**config.mk**
```make
export PLATFORM = sky130hd
export DESIGN_NAME = prc_div_chain
export DESIGN_NICKNAME = d
export VERILOG_FILES = /design/src/hdl/assert_macros.svh /design/src/hdl/prc_pkg.sv /design/src/hdl/prc_div_cell.sv /design/src/hdl/prc_div_chain.sv
export SDC_FILE = /design/constraint.sdc
export NUM_CORES = 2
export LEC_CHECK = 0
export BUFFER_PORTS_ARGS = -buffer_cell sky130_fd_sc_hd__buf_2
export CAP_MARGIN = 20
export CORE_MARGIN = 5
export CORE_UTILIZATION = 60
export CTS_BUF_LIST = sky130_fd_sc_hd__clkbuf_8
export DETAILED_ROUTE_END_ITERATION = 12
export GPL_TIMING_DRIVEN = 0
export PLACE_DENSITY = 0.84
export REMOVE_ABC_BUFFERS = 1
export SYNTH_ARGS = -nofsm -noshare
export SYNTH_HDL_FRONTEND = slang
export SYNTH_SLANG_ARGS = --single-unit
```
**constraint.sdc**
```tcl
create_clock -name clk -period 3.2 [get_ports clk]
set_input_delay 0.64 -clock clk [delete_from_list [all_inputs] [get_ports clk]]
set_output_delay 0.64 -clock clk [all_outputs]
set_load 0.02 [all_outputs]
```
**src/hdl/assert_macros.svh**
```systemverilog
// assertion helpers, clocked on clk and disabled while rst_n is low
`ifndef ASSERT_MACROS_SVH
`define ASSERT_MACROS_SVH
`ifndef NO_ASSERTIONS
`define PRC_ASSERT_ALWAYS(lbl, expr) \
    lbl: assert property (@(posedge clk) disable iff (!rst_n) (expr)) \
        else $error("assertion failed: condition does not hold");
`define PRC_ASSERT_NEXT(lbl, ante, cons) \
    lbl: assert property (@(posedge clk) disable iff (!rst_n) (ante) |=> (cons)) \
        else $error("assertion failed: consequence missing in next cycle");
`else
`define PRC_ASSERT_ALWAYS(lbl, expr)
`define PRC_ASSERT_NEXT(lbl, ante, cons)
`endif
`endif

```
**src/hdl/prc_pkg.sv**
```systemverilog
package prc_pkg;

    // dividend of both divisions: the 3x pit input clock
    localparam int BASE_W = 22;
    localparam logic [BASE_W-1:0] BASE_CLOCK = 22'd3579545;

    localparam int REQ_W    = 32;
    localparam int RELOAD_W = 17;
    localparam int HZ_W     = 21;
    localparam int TICK_W   = 38;

    localparam logic [REQ_W-1:0] HIGH_LIMIT_HZ = 32'd1193181;
    localparam logic [REQ_W-1:0] LOW_LIMIT_HZ  = 32'd18;

    localparam logic [RELOAD_W-1:0] SLOWEST_RELOAD = 17'h10000;
    localparam logic [RELOAD_W-1:0] FASTEST_RELOAD = 17'd1;

    localparam logic [31:0] TICK_FACTOR = 32'hDBB3A062;

    // floor((q+1)/3) by reciprocal: ceil(2^20/3) for q below 2^19
    localparam int RECIP1_W = 19;
    localparam logic [RECIP1_W-1:0] RECIP1 = 19'd349526;
    localparam int RECIP1_SHIFT = 20;

    // ceil(2^24/3) for q below 2^23
    localparam int RECIP2_W = 23;
    localparam logic [RECIP2_W-1:0] RECIP2 = 23'd5592406;
    localparam int RECIP2_SHIFT = 24;

    typedef struct packed {
        logic [TICK_W-1:0]   tick_interval_ms;
        logic [HZ_W-1:0]     actual_hz;
        logic [RELOAD_W-1:0] reload_count;
    } prc_result_t;

endpackage

```
**src/hdl/prc_div_cell.sv**
```systemverilog
module prc_div_cell
    import prc_pkg::*;
#(
    parameter int NW      = 21,
    parameter int SW      = 2,
    parameter bit BIT_VAL = 1'b0
)
(
    input  logic              clk,
    input  logic              rst_n,
    input  logic              en,
    input  logic              in_valid,
    input  logic [NW-1:0]     in_rem,
    input  logic [NW-1:0]     in_div,
    input  logic [BASE_W-1:0] in_quo,
    input  logic [SW-1:0]     in_side,
    output logic              out_valid,
    output logic [NW-1:0]     out_rem,
    output logic [NW-1:0]     out_div,
    output logic [BASE_W-1:0] out_quo,
    output logic [SW-1:0]     out_side
);

    logic              valid_reg;
    logic [NW-1:0]     rem_reg;
    logic [NW-1:0]     div_reg;
    logic [BASE_W-1:0] quo_reg;
    logic [SW-1:0]     side_reg;

    logic [NW:0]       trial;
    logic              fits;
    logic [NW:0]       rem_next;

    // one restoring step: bring in the next dividend bit, subtract if it fits
    always_comb
    begin
        trial    = {in_rem, BIT_VAL};
        fits     = (trial >= {1'b0, in_div});
        rem_next = fits ? (trial - {1'b0, in_div}) : trial;
    end

    always_ff @(posedge clk or negedge rst_n)
    begin
        if (!rst_n)
        begin
            valid_reg <= 1'b0;
        end
        else if (en)
        begin
            valid_reg <= in_valid;
        end
    end

    always_ff @(posedge clk)
    begin
        if (en)
        begin
            rem_reg  <= rem_next[NW-1:0];
            div_reg  <= in_div;
            quo_reg  <= {in_quo[BASE_W-2:0], fits};
            side_reg <= in_side;
        end
    end

    assign out_valid = valid_reg;
    assign out_rem   = rem_reg;
    assign out_div   = div_reg;
    assign out_quo   = quo_reg;
    assign out_side  = side_reg;

endmodule

```
**src/hdl/prc_div_chain.sv**
```systemverilog
module prc_div_chain
    import prc_pkg::*;
#(
    parameter int NW = 21,
    parameter int SW = 2
)
(
    input  logic              clk,
    input  logic              rst_n,
    input  logic              en,
    input  logic              in_valid,
    input  logic [NW-1:0]     divisor,
    input  logic [SW-1:0]     in_side,
    output logic              out_valid,
    output logic [BASE_W-1:0] quotient,
    output logic [SW-1:0]     out_side
);

    logic              valid_w [0:BASE_W];
    logic [NW-1:0]     rem_w   [0:BASE_W];
    logic [NW-1:0]     div_w   [0:BASE_W];
    logic [BASE_W-1:0] quo_w   [0:BASE_W];
    logic [SW-1:0]     side_w  [0:BASE_W];

    assign valid_w[0] = in_valid;
    assign rem_w[0]   = '0;
    assign div_w[0]   = divisor;
    assign quo_w[0]   = '0;
    assign side_w[0]  = in_side;

    // one quotient bit per cell, dividend bits taken msb first
    for (genvar k = 0; k < BASE_W; k++)
    begin : g_cell
        prc_div_cell #(
            .NW      (NW),
            .SW      (SW),
            .BIT_VAL (BASE_CLOCK[BASE_W-1-k])
        ) u_cell (
            .clk       (clk),
            .rst_n     (rst_n),
            .en        (en),
            .in_valid  (valid_w[k]),
            .in_rem    (rem_w[k]),
            .in_div    (div_w[k]),
            .in_quo    (quo_w[k]),
            .in_side   (side_w[k]),
            .out_valid (valid_w[k+1]),
            .out_rem   (rem_w[k+1]),
            .out_div   (div_w[k+1]),
            .out_quo   (quo_w[k+1]),
            .out_side  (side_w[k+1])
        );
    end

    assign out_valid = valid_w[BASE_W];
    assign quotient  = quo_w[BASE_W];
    assign out_side  = side_w[BASE_W];

endmodule
```
# After elaboration in Yosys (flattened, before gate mapping)
# Cells that the tools add are included.
# totals
in_bits,27
reg_bits,1201
# classes
order_cmp,22
n_addsub,21
mux,20
# ops
op,count
>= comparator 22 x 21 -> 1 bit,21
two-way mux 21 bit,20
subtractor 21 bit,20
>= comparator 1 x 21 -> 1 bit (first input constant),1
subtractor 1 x 21 -> 21 bit (first input constant),1

# Logic depth before layout (Yosys ltp)
# depth
depth_word,2
depth_mapped,13
depth_no_buf,12

# Cells and area by module
# Synthesis repeated with hierarchy kept, for this count alone.
# unflattened
cells_unflattened,6354
area_unflattened_um2,79900.4
# by_module_without_submodules
module,area_per_inst_um2,cells_each,instances
prc_div_cell (g_cell[13].u_cell ...),3753.6,298,9
prc_div_cell (g_cell[11].u_cell ...),3608.5,295,9
prc_div_cell (g_cell[0].u_cell ...),3409.5,254,4
prc_div_chain,3.8,1,1

# Worst setup path after synthesis
# Ideal clock, no wire load.
# synth_path
path_type,register to register
startpoint,register g_cell[14].u_cell.div_reg[0]
endpoint,register g_cell[15].u_cell.rem_reg[14] (data pin)
path_buffers,2
synth_period_minus_slack_ps,3165
path_slack_ps,35
path_stages_with_launch,12
arrival_time_ps,2905
setup_ps,260
cell_sequence,edfxtp_1 fa_1 nand2b_1 a21oi_1 o2111ai_1 a21oi_1 o21ai_0 o21ai_0 a41o_1 clkbuf_1 buf_2 mux2_2
# synth_between
elab_chain_cells,2
elab_cells_between_ends,3
cone_classes,add/sub (1); order compare (1); mux (1)
# synth_lines
item,line,source
start: declaration,prc_div_cell.sv:26,logic [NW-1:0] div_reg;
start signal: assignment,prc_div_cell.sv:59,div_reg <= in_div;
subtractor 21 bit / >= comparator 22 x 21 -> 1 bit (equally long branches),"prc_div_cell.sv:39, prc_div_cell.sv:38",
two-way mux 21 bit *,prc_div_cell.sv:39,"rem_next = fits ? (trial - {1'b0, in_div}) : trial;"
named net g_cell[15].u_cell.rem_next[14],prc_div_cell.sv:32,logic [NW:0] rem_next;
end signal: assignment,prc_div_cell.sv:58,rem_reg <= rem_next[NW-1:0];
end: declaration,prc_div_cell.sv:25,logic [NW-1:0] rem_reg;
# Mark *: on every way through the listed nets, which the timed path passes. The rest lies on a longest branch.
# A chain may end at the register's enable or synchronous reset.

# Final worst setup path
# layout_path
startpoint,register g_cell[18].u_cell.rem_reg[1]
endpoint,register g_cell[19].u_cell.rem_reg[5] (data pin)
# layout_between
elab_chain_cells,2
elab_cells_between_ends,3
cone_classes,add/sub (1); order compare (1); mux (1)
# layout_lines
item,line
start: declaration,prc_div_cell.sv:25
start signal: assignment,prc_div_cell.sv:58
subtractor 21 bit / >= comparator 22 x 21 -> 1 bit (equally long branches),"prc_div_cell.sv:39, prc_div_cell.sv:38"
two-way mux 21 bit *,prc_div_cell.sv:39
named net g_cell[19].u_cell.rem_next[5],prc_div_cell.sv:32
end signal: assignment,prc_div_cell.sv:58
end: declaration,prc_div_cell.sv:25
# Marks and branches as above.

==> results.md <==
* Peak VDD IR at 0.491 mV
* Inst Count DP at 6386
* Static leakage at 0.0290 uW
* EDFF count, synth at 1179
* Worst Tran Pin Value at 1.24 ns
* Bufs on Longest Clock Path at 3
* CP Capture Type: register
* Cell count after synthesis at 5021
* Initial DRT Pass Iterations at 6
* Core area at 102000 um2
* Vias at 41300
* Worst-path cell with the longest stage delay: edfxtp_1
* Post-Synth Simple-Gate Area at 8.27%
* Status: complete, but fails checks
* Global-route wire length before repair at 206000 um
* Fin Hold WS at 0.0605 ns
* Count leader, synth: edfxtp_1
* Post-route ant nets at 0
* CP startpoint kind: register
* Synth area leaders: edfxtp_1 (57%), ha_1 (8.7%), mux2_2 (3.7%), inv_1 (3.1%), a21oi_1 (3.1%)
* Minimum clock period after layout at 3.42 ns
* Initial Util at 60.5%
* DIE HEIGHT at 331 um
* Total negative slack at -8.30 ns
* Yosys warns at 0
* Post-Syn Area at 61700 um2
* Utilization after layout at 70.2%
* Wire per inst at 19.1 um
* Number of buffers created by CTS at 194
* Crit path max fanout at 8
* CP cell instances: ha_4 -> nor2b_4 -> o31a_1 -> o31a_1 -> o221ai_2 -> o21a_2 -> o21ai_4 -> a41o_1 -> a41oi_4 -> buf_6 -> buf_12 -> mux2_4
* Top_reg_cell synth: edfxtp_1
* Hold WC Path Type: in -> reg
* Post-Layout Cell Count at 6979
* Rel. slew slack at 16.9%
* Endpoints failing setup at 73
* Crit path DAT at 4.01 ns
* Max_cap viols at 0
* Clock skew at 0.0478 ns
* Violated checks: negative setup slack
* GPL Wtd Cong at 0.919
* Port bufs at 51
* Synth cell types at 82
* Mux cell area share after synthesis at 4.07%
* Detailed Route Iter0 Violations at 3335
* Max incr delay on CP at 0.44 ns
* Crit Path Class: reg -> reg
* Share of cells above drive strength 1 at 18.3%
* Die Wd at 331 um
* Max-slew violations at 0
* Average cell area after synthesis at 12.3 um2
* FP Rows at 117
* Via/cell ratio at 5.92
* Net count, final at 5928
* CTS Sinks at 1201
* Register area share after synthesis at 58.2%
* Detailed placer's ending HPWL at 83500 um
* Die area at 109000 um2
* Most used cell, CP: o31a_1
* Vias in the first global route at 40700
* I/O pin cnt at 52
* Largest family of logic cells by synthesized area: compound AO/OA/AOI/OAI gates
* Asr flop ratio synth at 1.83%
* Final period util at 107%
* Clk_lat worst skew at 0.86 ns
* Fmax achieved at 293 MHz
* All-Layer GR Usage at 23.4%
* Post-synthesis adder-cell area fraction at 9.36%
* Synth-to-layout area growth at 16.0%
* Drt total wl at 133000 um
* Clock slew at reported path FFs at 0.06 ns
* Share of the synthesized area in the top cell type at 57.3%
* Yosys reg bits at 1201
* DR DRC count at 0
* H-tree levels at 4
* TritonCTS clock tree: yes
* Post-synthesis compound-gate area fraction at 11.9%
* RSZ-0062 raised after global routing: true
* Final hold violations at 0
* PwrDens at 1000 nW/um2
* Yosys top cell by area: edfxtp_1
* Synth cell count leaders: edfxtp_1 (1179), inv_1 (516), ha_1 (430), a21oi_1 (385), nor2_1 (346)
* Root Driver: clkbuf_8
* Fin worst setup slack at -0.218 ns
* Pin count of the biggest net entering global routing at 190
* XOR/XNOR Fraction of Synth Area at 4.37%
* Congestion Overflow GR at 0
* CP required at 3.80 ns
* Initial antenna violation count at 3
## sequential cells by signal (all words and copies together) (netlist names)
register and flops:
g_cell.u_cell.out_div 441, g_cell.u_cell.out_rem 441, g_cell.u_cell.out_valid 22, g_cell.u_cell.out_quo 253, g_cell.u_cell.out_side 44
## final timing paths
check,from,to,slack (ns),depth (start not counted)
setup / recovery,g_cell[18].u_cell.out_rem[1],g_cell[19].u_cell.out_rem[5],-0.22,12
hold / removal,divisor[15],g_cell[0].u_cell.out_div[15],0.06,1
setup reg to reg,g_cell[18].u_cell.out_rem[1],g_cell[19].u_cell.out_rem[5],-0.22,12
hold reg to reg,g_cell[10].u_cell.out_quo[8],g_cell[11].u_cell.out_quo[9],0.39,0
max in group asynchronous,rst_n,g_cell[8].u_cell.out_valid,2.54,2
min in group asynchronous,rst_n,g_cell[19].u_cell.out_valid,0.30,2
## cells in the final DEF (no fill, tap or decap), types with 79 or more instances in the layout
master and count:
edfxtp_1 1179, inv_1 565, ha_1 386, a21oi_1 357, nor2_1 330, nand2_1 242
o21ai_0 223, clkbuf_8 198, xnor2_1 172, buf_4 167, mux2_2 141, xor2_1 136
a21o_1 133, nand3_1 79
## through the flow
step | total power, uW | instance area, um2 | setup slack [ns]
final | 71800 | 71600 | -0.218
after global routing | 76100 | 71600 | -0.306
after floorplan | 45700 | 61400 | -1.25
after detailed placement | 52800 | 63800 | -1.12
after global placement | 51900 | 63400 | -17.27
after CTS | 68900 | 69800 | -0.189
## per-layer routing
metal	global-route usage [%]	wire [um]	vias to the layer above
li1	-	-	19500
met1	28.1	51300	20000
met2	40.4	66400	1458
met3	4.21	8190	421
met4	12.4	7310	0
met5	0	0	-
## power by group
part           internal, uW  switching (uW)  leakage (uW)
sequential            22800            2090        0.0118
clock                  6260            6040       0.00209
combinational         16300           18300        0.0151
total                 45400           26400        0.0290
## final cells by class
type                       count  area (um2)
antenna                        2        5.00
sequential                  1201       36000
fill                        6645       30400
clock buffer                 198        2730
clock inverter               156         860
tap                         1368        1710
inverter                     516        1950
multi-input combinational   3239       25600
timing repair buffer         299        2840
## worst max-delay path: cells and delay by family, from the launching register on
kind / cells / cell delay [ns]
AOI/OAI and AO/OA: 7 / 1.71
and+or+nand+nor: 1 / 0.12
muxes: 1 / 0.31
DFF: 1 / 0.44
adders and majority gates: 1 / 0.27
buffers and inverters: 2 / 0.30
## cell families (layout without fill, tap and decap cells)
| kind of cell | count (synthesis) | count (layout) |
|---|---|---|
| buf+inv | 599 | 1169 |
| simple gates | 1070 | 1072 |
| fa+ha+maj | 450 | 450 |
| xor+xnor | 308 | 308 |
| other cells | 1 | 11 |
| mux | 223 | 223 |
| compound gates | 1169 | 1177 |
| flops | 1201 | 1201 |
## repair_timing
action / 4_1_cts / 5_1_grt
endpoints found under the setup margin: 430 / 336
gates cloned: 15 / 9
pin swaps: 67 / 106
buffers inserted: 103 / 93
endpoints found under the hold margin: 44 / 0
hold buffers: 22 / 0
resized for setup: 226 / 230
No activity file was read; power rests on OpenSTA's default activity.
